[src/rtl/core/scm_pkg.sv]
// ----------------------------------------------------------------------------
// scm_pkg
// Shared types, register indices and reset values of the score convergence
// monitor.
// ----------------------------------------------------------------------------
package scm_pkg;

  localparam int MAX_SHAPES_DEFAULT = 64;
  localparam int CFG_INDEX_W        = 8;
  localparam int CFG_DATA_W         = 32;

  localparam logic [CFG_INDEX_W-1:0] REG_CHECK_INTERVAL   = 8'd0;
  localparam logic [CFG_INDEX_W-1:0] REG_WARMUP_LENGTH    = 8'd1;
  localparam logic [CFG_INDEX_W-1:0] REG_THRESHOLD        = 8'd2;
  localparam logic [CFG_INDEX_W-1:0] REG_MODE             = 8'd3;
  localparam logic [CFG_INDEX_W-1:0] REG_SMOOTHING_WEIGHT = 8'd4;

  localparam logic [15:0] RST_CHECK_INTERVAL   = 16'd100;
  localparam logic [23:0] RST_WARMUP_LENGTH    = 24'd1000;
  localparam logic [31:0] RST_THRESHOLD        = 32'd1678;
  localparam logic        RST_MODE             = 1'b0;
  localparam logic [15:0] RST_SMOOTHING_WEIGHT = 16'd13107;

  localparam logic MODE_RELATIVE = 1'b0;
  localparam logic MODE_EMA      = 1'b1;

  typedef struct packed {
    logic [23:0] iteration;
    logic [31:0] score;
    logic        last_shape;
  } in_item_t;

  typedef struct packed {
    logic taken;
    logic shape_converged;
    logic stop;
  } out_item_t;

  typedef struct packed {
    logic [15:0] check_interval;
    logic [23:0] warmup_length;
    logic [31:0] threshold;
    logic        mode;
    logic [15:0] smoothing_weight;
  } cfg_t;

  // per-request flags decided at issue
  typedef struct packed {
    logic taken;
    logic accepted;
    logic have_prev;
    logic smooth_rdy;
    logic first;
    logic last;
  } elem_flags_t;

  typedef struct packed {
    logic stopped;
    logic busy;
    logic can_load;
  } dp_status_t;

endpackage

[src/rtl/core/scm_cfg_regs.sv]
// ----------------------------------------------------------------------------
// scm_cfg_regs
// Configuration register file: decodes writes by index, masks to width.
// ----------------------------------------------------------------------------
module scm_cfg_regs
  import scm_pkg::*;
(
  input  logic                   clk,
  input  logic                   rst,
  input  logic                   cfg_valid,
  output logic                   cfg_ready,
  input  logic [CFG_INDEX_W-1:0] cfg_index,
  input  logic [CFG_DATA_W-1:0]  cfg_data,
  output cfg_t                   cfg
);

  assign cfg_ready = 1'b1;

  always_ff @(posedge clk) begin
    if (rst) begin
      cfg.check_interval   <= RST_CHECK_INTERVAL;
      cfg.warmup_length    <= RST_WARMUP_LENGTH;
      cfg.threshold        <= RST_THRESHOLD;
      cfg.mode             <= RST_MODE;
      cfg.smoothing_weight <= RST_SMOOTHING_WEIGHT;
    end else if (cfg_valid) begin
      case (cfg_index)
        REG_CHECK_INTERVAL:   cfg.check_interval   <= cfg_data[15:0];
        REG_WARMUP_LENGTH:    cfg.warmup_length    <= cfg_data[23:0];
        REG_THRESHOLD:        cfg.threshold        <= cfg_data[31:0];
        REG_MODE:             cfg.mode             <= cfg_data[0];
        REG_SMOOTHING_WEIGHT: cfg.smoothing_weight <= cfg_data[15:0];
        default: ;
      endcase
    end
  end

endmodule

[config.mk]
export PLATFORM = sky130hd
export DESIGN_NAME = scm_cfg_regs
export DESIGN_NICKNAME = d
export VERILOG_FILES = /design/src/rtl/core/scm_pkg.sv /design/src/rtl/core/scm_cfg_regs.sv
export SDC_FILE = /design/constraint.sdc
export NUM_CORES = 1
export LEC_CHECK = 0
export ABC_AREA = 1
export BUFFER_PORTS_ARGS = -buffer_cell sky130_fd_sc_hd__buf_2
export CAP_MARGIN = 25
export CORE_MARGIN = 1.5
export CORE_UTILIZATION = 30
export CTS_CLUSTER_SIZE = 40
export DETAILED_ROUTE_END_ITERATION = 10
export GPL_TIMING_DRIVEN = 1
export SLEW_MARGIN = 5
export SYNTH_ARGS = -nofsm -noshare
export SYNTH_HDL_FRONTEND = slang
export SYNTH_SLANG_ARGS = --single-unit
[constraint.sdc]
create_clock -name clk -period 1.8 [get_ports clk]
set_input_delay 0.27 -clock clk [delete_from_list [all_inputs] [get_ports clk]]
set_output_delay 0.27 -clock clk [all_outputs]
set_load 0.05 [all_outputs]
==> flow_summary.toml <==
[outcome]
status = "finished clean"

[grt]
grt_overflow = 0
grt_max_degree = 90
grtUsageTotal_pct = 16.9
grt_pass1_wl_mm = 17.0
antenna_found_initial = 0
grt_pass1_vias = 3274

[routing]
drc = 0
postRouteAntennaNets = 0
dr.pass1.iters = 4
vias = 3626
wl_per_cell_um = 13.6
avgViaCountPerCell = 4.60
drt_iter0_drc = 223
postRouteWirelength_mm = 10.7

[place]
place_area_mm2 = 0.00451
port_buffers = 131
dp.final_hpwl_mm = 7.61
routabilityCongestion = 0.780

[worst_setup_path]
crit_family = "flip-flops"
crit_cells = 1
r2r_cells = 2
worstPathCellList = "buf_2"
required_ns = 1.53
cp.arrival_ns = 0.99
timing.critical_path.buf_inv = 1
crit_type = "flop to primary output"
end_kind = "primary output"
cp-start-kind = "flop"
critPathMaxFanout = 2
crit_slowest_cell = "dfxtp_1"
slowest_delay_ns = 0.35

[synthesis]
seq_area_frac_synth_pct = 48.1
postSynthAreaPerCell_um2 = 7.14
yosys_warnings = 0
synth_compound_area_share_pct = 6.08
synth_simple_gate_area_share_pct = 36.3
yosysUniqueCellTypes = 16
synth_top_family_by_area = "simple AND/OR/NAND/NOR gates"
synthAdderAreaFrac_pct = 0
synth_xor_xnor_area_share_pct = 0
muxShareOfSynthArea_pct = 0
synthCells = 519
syn_nets = 562
ys_ff_latch = 89
synth_area_mm2 = 0.00370

[cts]
clock_path_buffers = 2
cts_tree = "built"
htree_levels = 3
postCtsSetupBuffers = 0
clk_latency_ns = 0.34
cts_buffers = 9
ctsHoldBuffers = 0
path_clk_slew_ns = 0.07
root_buffer = "clkbuf_16"
ctsResizeCount = 0
cts.sink_count = 89

[sta]
fin_skew_ns = 0
period_minus_slack_ns = 1.26
setup_violations = 0
fin_crit_sh_pct = 70.0
hold_violations = 0
slew_violations = 0
tns_ns = 0
clock.fmax_mhz = 794
rsz0062_at_grt = "no"

[die]
dieArea_mm2 = 0.0130
fp.dieW_um = 114
start_util_pct = 30.8
core.rowCount = 40
core_mm2 = 0.0120
io_pins = 133
fp.dieH_um = 114

[power]
clockPowerShare_pct = 45.4
p_seq_share_pct = 47.7
ir_drop_uv = 476
internal_power_mw = 3.14
p_per_area_mw_per_mm2 = 861
p_comb_share_pct = 6.9
switchingPower_mw = 0.995
power.leakage_nw = 2.37
sw_frac_of_total_pct = 24.0

[final_layout]
insertedDiodeCount = 0
mostFrequentLayoutCell = "buf_2"
largest_register = "cfg"
fin_nets = 679
layout_common_cells = "131 x buf_2, 108 x nand2_1, 101 x nand3_1"
final_layout_size_suffix_gt1_share_pct = 26.8
syn_to_final_growth_pct = 29.7
largest_reg_flops = 89
postLayoutCellArea_mm2 = 0.00481
largestRegisters = "cfg (89)"

[run]
max-cap-violations = 0

[min_path]
hold_class = "input port to flop"
holdPathStages = 3
==> layout make-up <==
cell class | count | area, µm²
inverters | 41 | 154
clock buffers | 10 | 229
well taps | 147 | 184
flip-flops and latches | 89 | 1780
fillers | 1269 | 7210
multi-input cells | 354 | 1580
repair buffers | 141 | 806
clock inverters | 6 | 67.6
==> per-layer routing <==
| layer | vias to the layer above | routed length, µm | GRT usage (%) |
|---|---|---|---|
| met5 | - | 0 | 0 |
| met4 | 0 | 236 | 8.00 |
| met3 | 17 | 894 | 5.88 |
| met2 | 112 | 4840 | 26.2 |
| met1 | 1622 | 4710 | 21.1 |
| li1 | 1875 | - | - |
==> cell families (layout without fill, tap and decap cells) <==
logic type	Yosys count	count (layout)
flops	89	89
simple gates	308	308
other cells	1	1
buf+inv	76	198
compound gates	45	45
==> worst paths after layout <==
path | start | to | slack [ns]
worst max-delay path | cfg[23] | cfg[23] | 0.54
worst min-delay path | cfg_data[12] | cfg[12] | 0.16
worst max register to register | cfg[36] | cfg[36] | 1.20
worst min register to register | cfg[4] | cfg[4] | 0.46
==> per-stage QoR <==
| step | utilization (%) | std cells | setup WS [ns] | total power [mW] | hold slack [ns] |
|---|---|---|---|---|---|
| finish | 40.0 | 788 | 0.540 | 4.14 | 0.162 |
| floorplan | - | 519 | 0.621 | 2.19 | 0.396 |
| global route | 40.0 | 788 | 0.490 | 4.30 | 0.170 |
| detailed placement | 37.5 | 772 | 0.278 | 2.31 | 0.440 |
| CTS | 40.0 | 788 | 0.527 | 4.19 | 0.152 |
| global placement | 37.5 | 772 | 0.305 | 2.30 | 0.433 |
==> power groups by stage <==
| stage | Combinational (mW) | Clock, mW | Sequential, mW |
|---|---|---|---|
| after floorplan | 0.152 | 0 | 2.04 |
| after global placement | 0.282 | 0 | 2.02 |
| after detailed placement | 0.287 | 0 | 2.02 |
| after CTS | 0.288 | 1.92 | 1.98 |
| after global routing | 0.318 | 2.01 | 1.97 |
| final | 0.285 | 1.88 | 1.98 |
==> cells in the mapped netlist (all sizes together) <==
cell / count / share of area (%)
a21oi: 45 / 6.1
inv: 41 / 4.2
clkbuf: 4 / 0.41
nand3: 103 / 14
nor2: 97 / 11
conb: 1 / 0.10
buf: 31 / 4.9
nand2: 108 / 11
dfxtp: 89 / 48
(Power assumes the default switching activity.)
