--- src/rtl/core/scm_pkg.sv ---
// ----------------------------------------------------------------------------
// scm_pkg
// Shared types, register indices and reset values of the score convergence
// monitor.
// ----------------------------------------------------------------------------
package scm_pkg;

  localparam int MAX_SHAPES_DEFAULT = 64;
  localparam int CFG_INDEX_W        = 8;
  localparam int CFG_DATA_W         = 32;

  localparam logic [CFG_INDEX_W-1:0] REG_CHECK_INTERVAL   = 8'd0;
  localparam logic [CFG_INDEX_W-1:0] REG_WARMUP_LENGTH    = 8'd1;
  localparam logic [CFG_INDEX_W-1:0] REG_THRESHOLD        = 8'd2;
  localparam logic [CFG_INDEX_W-1:0] REG_MODE             = 8'd3;
  localparam logic [CFG_INDEX_W-1:0] REG_SMOOTHING_WEIGHT = 8'd4;

  localparam logic [15:0] RST_CHECK_INTERVAL   = 16'd100;
  localparam logic [23:0] RST_WARMUP_LENGTH    = 24'd1000;
  localparam logic [31:0] RST_THRESHOLD        = 32'd1678;
  localparam logic        RST_MODE             = 1'b0;
  localparam logic [15:0] RST_SMOOTHING_WEIGHT = 16'd13107;

  localparam logic MODE_RELATIVE = 1'b0;
  localparam logic MODE_EMA      = 1'b1;

  typedef struct packed {
    logic [23:0] iteration;
    logic [31:0] score;
    logic        last_shape;
  } in_item_t;

  typedef struct packed {
    logic taken;
    logic shape_converged;
    logic stop;
  } out_item_t;

  typedef struct packed {
    logic [15:0] check_interval;
    logic [23:0] warmup_length;
    logic [31:0] threshold;
    logic        mode;
    logic [15:0] smoothing_weight;
  } cfg_t;

  // per-request flags decided at issue
  typedef struct packed {
    logic taken;
    logic accepted;
    logic have_prev;
    logic smooth_rdy;
    logic first;
    logic last;
  } elem_flags_t;

  typedef struct packed {
    logic stopped;
    logic busy;
    logic can_load;
  } dp_status_t;

endpackage

--- src/rtl/core/scm_ctrl.sv ---
// ----------------------------------------------------------------------------
// scm_ctrl
// Issue control: element position, vector acceptance, check spacing and
// the history flags; holds a vector start until the datapath drains.
// ----------------------------------------------------------------------------
module scm_ctrl
  import scm_pkg::*;
#(
  parameter int MAX_SHAPES = MAX_SHAPES_DEFAULT,
  parameter int PW = $clog2(MAX_SHAPES + 1),
  parameter int AW = (MAX_SHAPES > 1) ? $clog2(MAX_SHAPES) : 1
)(
  input  logic        clk,
  input  logic        rst,
  input  logic        in_valid,
  output logic        in_ready,
  input  in_item_t    in_data,
  input  cfg_t        cfg,
  input  dp_status_t  status,
  output logic        issue_valid,
  output elem_flags_t issue_flags,
  output logic [AW-1:0] issue_addr
);

  logic [PW-1:0]      pos;
  logic               vec_acc;
  logic signed [25:0] last_check;
  logic               have_prev;
  logic               smooth_rdy;

  logic               first;
  logic signed [26:0] since;
  logic               acc_now;
  logic               in_range;

  assign first    = (pos == '0);
  assign since    = $signed({3'b000, in_data.iteration}) - $signed({last_check[25], last_check});
  assign in_range = (pos < PW'(MAX_SHAPES));
  assign acc_now  = first ? (!status.stopped
                             && since >= $signed({11'b0, cfg.check_interval})
                             && in_data.iteration >= cfg.warmup_length)
                          : vec_acc;

  assign in_ready    = status.can_load && !(first && status.busy);
  assign issue_valid = in_valid && in_ready;
  assign issue_addr  = pos[AW-1:0];

  always_comb begin
    issue_flags.taken      = acc_now && in_range;
    issue_flags.accepted   = acc_now;
    issue_flags.have_prev  = have_prev;
    issue_flags.smooth_rdy = smooth_rdy;
    issue_flags.first      = first;
    issue_flags.last       = in_data.last_shape;
  end

  always_ff @(posedge clk) begin
    if (rst) begin
      pos        <= '0;
      vec_acc    <= 1'b0;
      last_check <= -26'sd1;
      have_prev  <= 1'b0;
      smooth_rdy <= 1'b0;
    end else if (issue_valid) begin
      if (first && acc_now) begin
        last_check <= $signed({2'b00, in_data.iteration});
      end
      if (in_data.last_shape) begin
        if (acc_now) begin
          if (have_prev && cfg.mode == MODE_EMA) begin
            smooth_rdy <= 1'b1;
          end
          have_prev <= 1'b1;
        end
        pos     <= '0;
        vec_acc <= 1'b0;
      end else begin
        vec_acc <= acc_now;
        if (in_range) begin
          pos <= pos + PW'(1);
        end
      end
    end
  end

endmodule

--- config.mk ---
export PLATFORM = sky130hd
export DESIGN_NAME = scm_ctrl
export DESIGN_NICKNAME = d
export VERILOG_FILES = /design/src/rtl/core/scm_pkg.sv /design/src/rtl/core/scm_ctrl.sv
export SDC_FILE = /design/constraint.sdc
export NUM_CORES = 1
export LEC_CHECK = 0
export CORE_MARGIN = 4
export CORE_UTILIZATION = 66
export DETAILED_ROUTE_END_ITERATION = 8
export DONT_BUFFER_PORTS = 1
export PLACE_DENSITY = 0.83
export REMOVE_ABC_BUFFERS = 1
export SETUP_SLACK_MARGIN = 0.02
export SKIP_LAST_GASP = 1
export SLEW_MARGIN = 10
export SYNTH_ARGS = -nofsm -noshare
export SYNTH_HDL_FRONTEND = slang
export SYNTH_SLANG_ARGS = --single-unit
export TNS_END_PERCENT = 20
--- constraint.sdc ---
create_clock -name clk -period 5.5 [get_ports clk]
set_input_delay 0.55 -clock clk [delete_from_list [all_inputs] [get_ports clk]]
set_output_delay 0.55 -clock clk [all_outputs]
set_load 0.1 [all_outputs]
==> results.md, run 1 <==
* Status: finished clean
* Die W at 88.8 um
* Vias per cell at 6.67
* DR vias at 4,095
* Violation count after the first detailed-route iteration at 265
* Synth Area in Compound Gates at 0.328
* HP Start: rst
* Relative slew slack at 0.304
* Synth cell types at 66
* Clk_skew at 0.00637 ns
* Flop and latch count out of synthesis at 35
* Root buf cell: clkbuf_8
* Post-route DRC at 0
* Final period utilization at 0.958
* Max rail drop VDD at 0.131 mV
* Critical path peak fanout at 5
* Leakage power at 2.24 nW
* Post-synth top area share at 0.192
* Worst-skew pair later-pin latency at 0.30 ns
* Number of synthesized flops with an enable pin at 0
* Hold Path Class: in -> reg
* CTS tree: built
* Pre-antenna DRT Iters at 6
* Filler cell count at 516
* Unrepaired setup endpoints after global routing: no
* Post-Syn Instances at 546
* Clock tree buffer depth at 2
* Max-cap violations at 0
* Reg2reg setup slack at 0.56 ns
* Fin nets at 755
* Post-Synth Simple-Gate Area at 0.145
* Total die area at 7880 um^2
* Reg2Reg Depth at 19
* Routed wire per std cell at 18.2 um
* Final wirelength at 11,100 um
* Area Overhead vs Synth at 3.98%
* RR Endpoint: last_check[7]
* Row count at 29
* Share of layout cells above drive strength 1 at 0.110
* Largest net degree at the start of global routing at 28
* Chip height at 88.8 um
* Top cells by area, synth: ha_1 19%, dfxtp_1 16%, inv_1 7.0%
* Final hold vios at 0
* Largest family of logic cells by synthesized area: compound AO/OA/AOI/OAI gates
* Cell taking the most area after synthesis: ha_1
* Reg clk slew, reported paths at 0.08 ns
* Initial Util at 0.678
* Synth async-reset ratio at 0
* Final period demand of the worst path at 5.27 ns
* Adder-Cell Fraction of Synth Area at 0.196
* Core ar. at 6350 um^2
* Synth Flop Type: dfxtp_1
* Critical path data required time at 4.95 ns
* Actual slew at the worst max-slew pin at 1.04 ns
* CTS buffer count at 5
* Syn Area/Cell at 7.89 um^2
* Top-level I/O count at 166
* WP data arrival at 4.72 ns
* Global-route wire length before repair at 18,500 um
* # setup viols final at 0
* F_max at 190 MHz
* Setup TNS at 0 ns
* Pwr Density at 181 nW/um^2
* Synth Cell Area at 4310 um^2
* Initial antenna violation count at 0
* Place WS at 0.148 ns
* Slew Viols, Final at 0
* Synth Area in XOR/XNOR at 0.0468
* Worst hold margin at 0.312 ns
* Hold buffers post-CTS at 0
* GRT overflow at 0
* Antenna viol nets, final at 0
* Worst Setup End Kind: output pin
* Vias in the first global route at 4,028
* R2R Path Start: last_check[0]
* H-Tree Depth at 2
* Seq/Total Area, Yosys at 0.163
* Final GP Congestion at 0.907
* Worst Hold Path EP: pos[1]
* Synth Warn # at 0
* Mux cell area share after synthesis at 0.00262
* CP Class: reg -> out
* Startpoint types: register
* Hold Crit Depth at 1
* # clock sinks at 35
* PortBufs at 0
* GR Util All Layers at 0.294
* ANT cells at 0
* Hpwl dp at 8870 um
* Final worst-path setup slack at 0.229 ns
layout by cell type (no fill, tap or decap), drive strengths merged, types with 24 or more instances in the layout:
cell,n
nor2,35
nand2,24
a21o,25
o21ai,44
inv,80
a21oi,34
dfxtp,35
o211ai,33
ha,66
layer usage:
metal  GRT usage  share of wire  vias up  wire (um)
li1            -              -     1958          -
met1       0.371           0.42     1944       4700
met2       0.490           0.47      162       5250
met3      0.0680          0.082       31        915
met4       0.102          0.026        0        286
met5           0              0        -          0
layout make-up:
class,count,area [um^2],area share
clock buffer,5,68.8,0.0154
clock inverter,3,67.6,0.0151
inverter,80,300,0.0671
multi-input combinational,399,3120,0.696
sequential,35,701,0.157
tap,77,96.3,0.0215
timing repair buffer,15,125,0.0279
kinds of logic (layout without fill, tap and decap cells):
group	Yosys count	after routing
xor gates and xnor gates	23	23
adders and majority gates	67	67
buffers and inverters	112	103
AOI/OAI and AO/OA	187	187
DFF	35	35
muxes	1	1
and+or+nand+nor	121	121
what timing repair did:
action	in CTS	in global routing
setup buffers	0	0
setup endpoints to repair	0	2
gates resized for setup	0	3
endpoints found under the hold margin	0	0
state kept, by name (all words and copies together) (netlist names):
signal	count
have_prev	1
smooth_rdy	1
last_check	25
vec_acc	1
pos	7
Yosys cell counts, types with 4 or more instances:
master and n:
inv_1 80, ha_1 66, o21ai_0 41, dfxtp_1 35
nor2_1 35, a21oi_1 34, a21o_1 25, nand2_1 24
o211ai_2 20, xnor2_1 15, clkbuf_1 13, nand4_1 13
o211ai_1 13, buf_4 12, nand3_1 9, xor2_1 8
a211oi_1 6, nand2b_1 6, or3_1 6, nor3_1 5
a31oi_1 4, and3_1 4, buf_2 4, nor4_1 4
o21a_1 4
worst max path at each step:
stage	startpoint	end	slack [ns]	cells after the start
after floorplan	pos[0]	last_check[24]	-2.12	11
after global routing	last_check[0]	issue_flags[4]	0.04	19
after CTS	last_check[0]	issue_flags[4]	0.08	19
after detailed placement	in_data[33]	issue_flags[4]	0.15	20
after global placement	in_data[33]	issue_flags[4]	0.16	20
final	last_check[0]	issue_flags[5]	0.23	19
where the power goes:
group / internal [mW] / leakage, nW / total [mW] / switching (mW)
clock network: 0.181 / 0.0644 / 0.288 / 0.107
logic: 0.0983 / 1.89 / 0.260 / 0.161
registers: 0.259 / 0.284 / 0.261 / 0.00241
total: 0.538 / 2.24 / 0.809 / 0.271
per-stage QoR:
step | power [mW] | utilization | cells | cell area (um^2)
floorplan | 0.466 | - | 514 | 4100
global placement | 0.508 | 0.681 | 606 | 4320
detailed placement | 0.520 | 0.681 | 606 | 4320
CTS | 0.807 | 0.702 | 614 | 4460
global route | 0.852 | 0.705 | 614 | 4480
finish | 0.809 | 0.705 | 614 | 4480
critical path, stage by stage, from the launching register on:
cell	delay (ns)
dfxtp_1	0.34
ha_1	0.16
inv_1	0.05
fa_1	0.41
a21o_1	0.22
a221oi_2	0.30
buf_4	0.20
o211a_4	0.21
o21bai_1	0.08
xor2_1	0.14
ha_1	0.30
nand4_1	0.11
nor2_1	0.31
o211ai_1	0.19
a221oi_1	0.40
nor4b_2	0.12
a311oi_2	0.38
a211oi_2	0.10
nor2_2	0.09
buf_4	0.29
Power figures use the tool's default switching activity.
==> inputs of run 2 (changes only) <==
CORE_UTILIZATION = 67   (was 66)
CTS_BUF_LIST = sky130_fd_sc_hd__clkbuf_8   (was default)
PLACE_DENSITY = 0.84   (was 0.83)
==> run 2 against run 1 <==
  * Non-clock buffer count did not move
  * Flip-flop and latch count did not move
  * Hold slack got worse by 0.011 ns
  * Combinational power barely moved
  * Clock-buffer cell count did not move
  * Clock skew rose by 0.0040 ns
  * Global-route usage fell by 0.48 points
  * Largest cell class unchanged
==> results.md, run 2 (synthesis gave the netlist of run 1 again) <==
* Largest Register: last_check
* Post-CTS setup buffer count at 0
* Clock tree buffer depth at 2
* Relative slew slack at 0.310
* Die W at 88.2 um
* Reg clk slew, reported paths at 0.09 ns
* Worst path max stage delay at 0.47 ns
* Initial antenna violation count at 0
* Commonest cells after routing, fill and taps aside: 80 x inv_1, 66 x ha_1, 41 x o21ai_0
* Final period demand of the worst path at 5.24 ns
* Commonest non-fill, non-tap cell in the layout: inv_1
* PortBufs at 0
* GR Util All Layers at 0.289
* Register Area at 701 um^2
* Row count at 28
* Post-layout util at 0.730
* Largest net degree at the start of global routing at 25
* Filler cell count at 507
* Global-route wire length before repair at 18,200 um
* Final GP Congestion at 0.933
* Vias in the first global route at 4,027
* Critical path data required time at 4.95 ns
* Pwr Density at 164 nW/um^2
* WP data arrival at 4.69 ns
* Root buf cell: clkbuf_8
* CTS tree: built
* Leakage power at 2.22 nW
* Max rail drop VDD at 0.159 mV
* Multi-input gate area at 3110 um^2
* CP Class: reg -> out
* ANT cells at 0
* Hold buffers post-CTS at 0
* Status: finished clean
* CP max stage cell: a311oi_1
* Actual slew at the worst max-slew pin at 1.03 ns
* Setup TNS at 0 ns
* Fin nets at 755
* Antenna viol nets, final at 0
* Startpoint types: register
* # clock sinks at 35
* Pre-antenna DRT Iters at 5
* Final period utilization at 0.954
* CTS buffer count at 5
* Max-cap violations at 0
* GRT overflow at 0
* Core ar. at 6060 um^2
* Area Overhead vs Synth at 2.79%
* Worst hold margin at 0.301 ns
* Vias per cell at 6.62
* Critical path peak fanout at 5
* Post-route DRC at 0
* Violation count after the first detailed-route iteration at 264
* Routed wire per std cell at 18.1 um
* Clk_skew at 0.0104 ns
* F_max at 191 MHz
* Max reg flops at 25
* Initial Util at 0.710
* H-Tree Depth at 2
* Largest registers: last_check x25, pos x7
* Worst-skew pair later-pin latency at 0.30 ns
* DR vias at 4,052
* Top-level I/O count at 166
* # setup viols final at 0
* Chip height at 88.2 um
* Worst Setup End Kind: output pin
* Final wirelength at 11,100 um
* Worst-path cell chain: ha_1, inv_1, fa_1, a21o_1, a221oi_2, buf_4, o211a_4, o21bai_1, xor2_1, ha_1, nand4_1, nor2_1, o211ai_1, a221oi_1, nor4b_2, a311oi_1, a211oi_2, nor2_2, buf_4
* Total die area at 7770 um^2
* Share of layout cells above drive strength 1 at 0.108
* Hpwl dp at 8600 um
* Final hold vios at 0
* Hold Path Class: in -> reg
* Slew Viols, Final at 0
* Unrepaired setup endpoints after global routing: no
## run 2: cell types whose count changed in the layout (fill, tap and decap cells not counted)
| cell | previous run | this run |
|---|---|---|
| clkinv_4 | 0 | 2 |
| a311oi_2 | 2 | 1 |
| bufinv_16 | 2 | 0 |
| a311oi_1 | 1 | 2 |
## run 2: report_power, final
group	internal [mW]	switching, mW
registers	0.259	0.00234
clock network	0.0907	0.115
logic	0.0977	0.160
## run 2: final cells by class
cell class / count / area share
Clock inverter: 3 / 0.00565
Sequential cell: 35 / 0.158
Tap cell: 75 / 0.0212
Multi-Input combinational cell: 399 / 0.703
Inverter: 80 / 0.0679
Clock buffer: 5 / 0.0155
Timing Repair Buffer: 15 / 0.0283
## run 2: worst paths after layout
| path | start | end | slack (ns) | depth (start not counted) |
|---|---|---|---|---|
| min | rst | pos[1] | 0.30 | 1 |
| min reg2reg | last_check[4] | last_check[4] | 0.50 | 2 |
| max reg2reg | last_check[0] | last_check[8] | 0.66 | 19 |
| max | last_check[0] | issue_flags[5] | 0.26 | 19 |
## run 2: layer usage
metal	vias to the layer above	GRT usage	share of wire
met5	-	0	0
met3	30	0.0706	0.090
li1	1954	-	-
met2	176	0.470	0.47
met1	1892	0.375	0.42
met4	0	0.0975	0.025
## run 2: through the flow
step	setup WS [ns]	total power, mW	cells	instance area [um^2]
6_report	0.255	0.724	612	4430
5_1_grt	0.00822	0.763	612	4430
4_1_cts	0.0952	0.719	612	4410
3_5_place_dp	0.181	0.517	604	4320
3_3_place_gp	0.175	0.506	604	4320
2_1_floorplan	-2.12	0.466	514	4100
## run 2: timing repair
action                                 CTS  global route
resized for setup                        0             2
setup endpoints to repair                0             2
endpoints found under the hold margin    0             0
## run 2: critical path, delay by kind of cell (launching register included)
kind	cells	cell delay (ns)
flip-flops	1	0.35
adder cells (fa/ha/maj)	3	0.86
AO/OA/AOI/OAI	8	1.91
XOR/XNOR	1	0.15
buffers and inverters	3	0.54
AND/OR/NAND/NOR	4	0.60
==> inputs of run 3 (changes only) <==
ABC_AREA = 1   (was default)
==> run 3 against run 2 <==
  * Register-to-register slack better by 0.87 ns
  * Clock power about the same
  * Wire length down 0.69%
  * Final cell count up 35%
==> results.md, run 3 <==
* Flop and latch count out of synthesis at 35
* Post_cts resized at 0
* Hold buffers post-CTS at 0
* Commonest non-fill, non-tap cell in the layout: nand2_1
* ANT cells at 0
* Top-level I/O count at 166
* GR Util All Layers at 0.270
* Reg clk slew, reported paths at 0.09 ns
* Synth Flop Type: dfxtp_1
* Worst-path cell chain: inv_1, ha_1, inv_1, fa_1, nand2_1, nand2_1, nand3_1, nand2_1, a21oi_1, xnor2_1, ha_1, nand4_1, nor4_1, nand3_1, nor3b_2, nand2_1, nand2_2, nand2_1, a21oi_2, buf_4
* Global-route wire length before repair at 18,500 um
* Final wirelength at 11,000 um
* Actual slew at the worst max-slew pin at 1.09 ns
* WP data arrival at 3.94 ns
* Synth top cells by count: 222 x nand2_1, 159 x inv_1, 66 x ha_1
* Root buf cell: clkbuf_8
* Die W at 90.3 um
* F_max at 223 MHz
* Relative slew slack at 0.254
* Critical path peak fanout at 3
* Startpoint types: primary input
* Clk_skew at 0.00549 ns
* Status: finished clean
* Number of synthesized flops with an enable pin at 0
* Routed wire per std cell at 13.3 um
* Commonest cells after routing, fill and taps aside: 222 x nand2_1, 159 x inv_1, 66 x ha_1
* Most used cell, CP: nand2_1
* Synth Warn # at 0
* Final GP Congestion at 0.921
* CTS buffer count at 5
* Violation count after the first detailed-route iteration at 351
* GRT overflow at 0
* Final period demand of the worst path at 4.49 ns
* Worst Setup End Kind: output pin
* Worst-skew pair later-pin latency at 0.30 ns
* Seq/Total Area, Yosys at 0.154
* Top cells by area, synth: nand2_1 18%, ha_1 18%, dfxtp_1 15%
* Area Overhead vs Synth at 3.36%
* Hold Path Class: in -> reg
* Worst hold margin at 0.306 ns
* HP Start: rst
* Final period utilization at 0.816
* Max-cap violations at 0
* CP delay by family, top: simple AND/OR/NAND/NOR gates
* Synth Cell Area at 4540 um^2
* Pwr Density at 151 nW/um^2
* Max reg flops at 25
* Register Area at 701 um^2
* Post-CTS setup buffer count at 0
* Synth cell types at 43
* Initial Util at 0.703
* Reg2reg setup slack at 1.53 ns
* Total die area at 8160 um^2
* Antenna viol nets, final at 0
* Buf/Inv on CP at 3
* Clock tree buffer depth at 2
* Hpwl dp at 9340 um
* Row count at 29
* Critical path data required time at 4.95 ns
* Initial antenna violation count at 0
* Unrepaired setup endpoints after global routing: no
* Final hold vios at 0
* # setup viols final at 0
* Count leader, synth: nand2_1
* Vias in the first global route at 4,097
* H-Tree Depth at 2
* Cell taking the most area after synthesis: nand2_1
* # clock sinks at 35
* CP Class: in -> out
* Fin nets at 966
* DR vias at 4,393
* R2R Path Start: last_check[0]
* Post-route DRC at 0
* Max rail drop VDD at 0.148 mV
* Synth async-reset ratio at 0
* Share of layout cells above drive strength 1 at 0.0922
* Largest net degree at the start of global routing at 28
* Largest Register: last_check
* CP max stage cell: fa_1
* Chip height at 90.3 um
* Vias per cell at 5.32
* Syn Area/Cell at 6.06 um^2
* Worst path max stage delay at 0.44 ns
* Critical path startpoint: in_data[33]
* CTS tree: built
* Post-Syn Instances at 749
* Largest registers: last_check x25, pos x7
* Core ar. at 6460 um^2
* Multi-input gate area at 3100 um^2
* Leakage power at 2.93 nW
* Setup TNS at 0 ns
* Post-synth top area share at 0.184
* PortBufs at 0
* Slew Viols, Final at 0
* Filler cell count at 562
* Pre-antenna DRT Iters at 5
==> run 3: changes by cell type after synthesis, moves of 17 or more <==
cell / previous run / this run
nand3_1: 9 / 51
o21ai_0: 41 / 8
o211ai_2: 20 / 1
a21o_1: 25 / 0
nand2_1: 24 / 222
inv_1: 80 / 159
nand2_2: 0 / 17
==> run 3: report_power, final <==
part           switching [mW]  leakage (nW)  internal, mW
clock network           0.113        0.0408        0.0907
logic                   0.160          2.60        0.0842
registers             0.00358         0.284         0.258
==> run 3: layout make-up <==
cell class / count / area share
clock buffers: 5 / 0.0147
clock inverters: 3 / 0.00507
inverters: 167 / 0.134
multi-input cells: 530 / 0.660
flip-flops and latches: 35 / 0.149
well taps: 77 / 0.0205
repair buffers: 8 / 0.0165
==> run 3: kinds of logic (layout without fill, tap and decap cells) <==
kind of cell,count (synthesis),count (layout),share of synthesized area
AND/OR/NAND/NOR,380,380,0.381
buffers and inverters,184,183,0.167
AO/OA/AOI/OAI,69,69,0.0849
adder cells (fa/ha/maj),67,67,0.186
flip-flops,35,35,0.154
XOR/XNOR,14,14,0.0270
==> run 3: worst paths after layout <==
| kind | endpoint | depth (start not counted) |
|---|---|---|
| max | issue_flags[5] | 20 |
| min | smooth_rdy | 1 |
| max reg2reg | last_check[20] | 20 |
| min reg2reg | vec_acc | 2 |
==> run 3: routing by layer <==
layer  wire (um)  GRT usage  share of wire
met1        5260      0.367           0.48
met2        4970      0.457           0.45
met3         642     0.0458          0.058
met4         110     0.0434          0.010
met5           0          0              0
==> run 3: through the flow <==
stage                     cells  instance area [um^2]  worst slack (ns)   util  power [mW]
after floorplan             732                  4410             -2.09      -       0.455
after global placement      817                  4600              1.14  0.712       0.497
after detailed placement    817                  4600              1.05  0.712       0.509
after CTS                   825                  4690              1.04  0.727       0.710
after global routing        825                  4690             0.737  0.727       0.758
final                       825                  4690              1.01  0.727       0.709
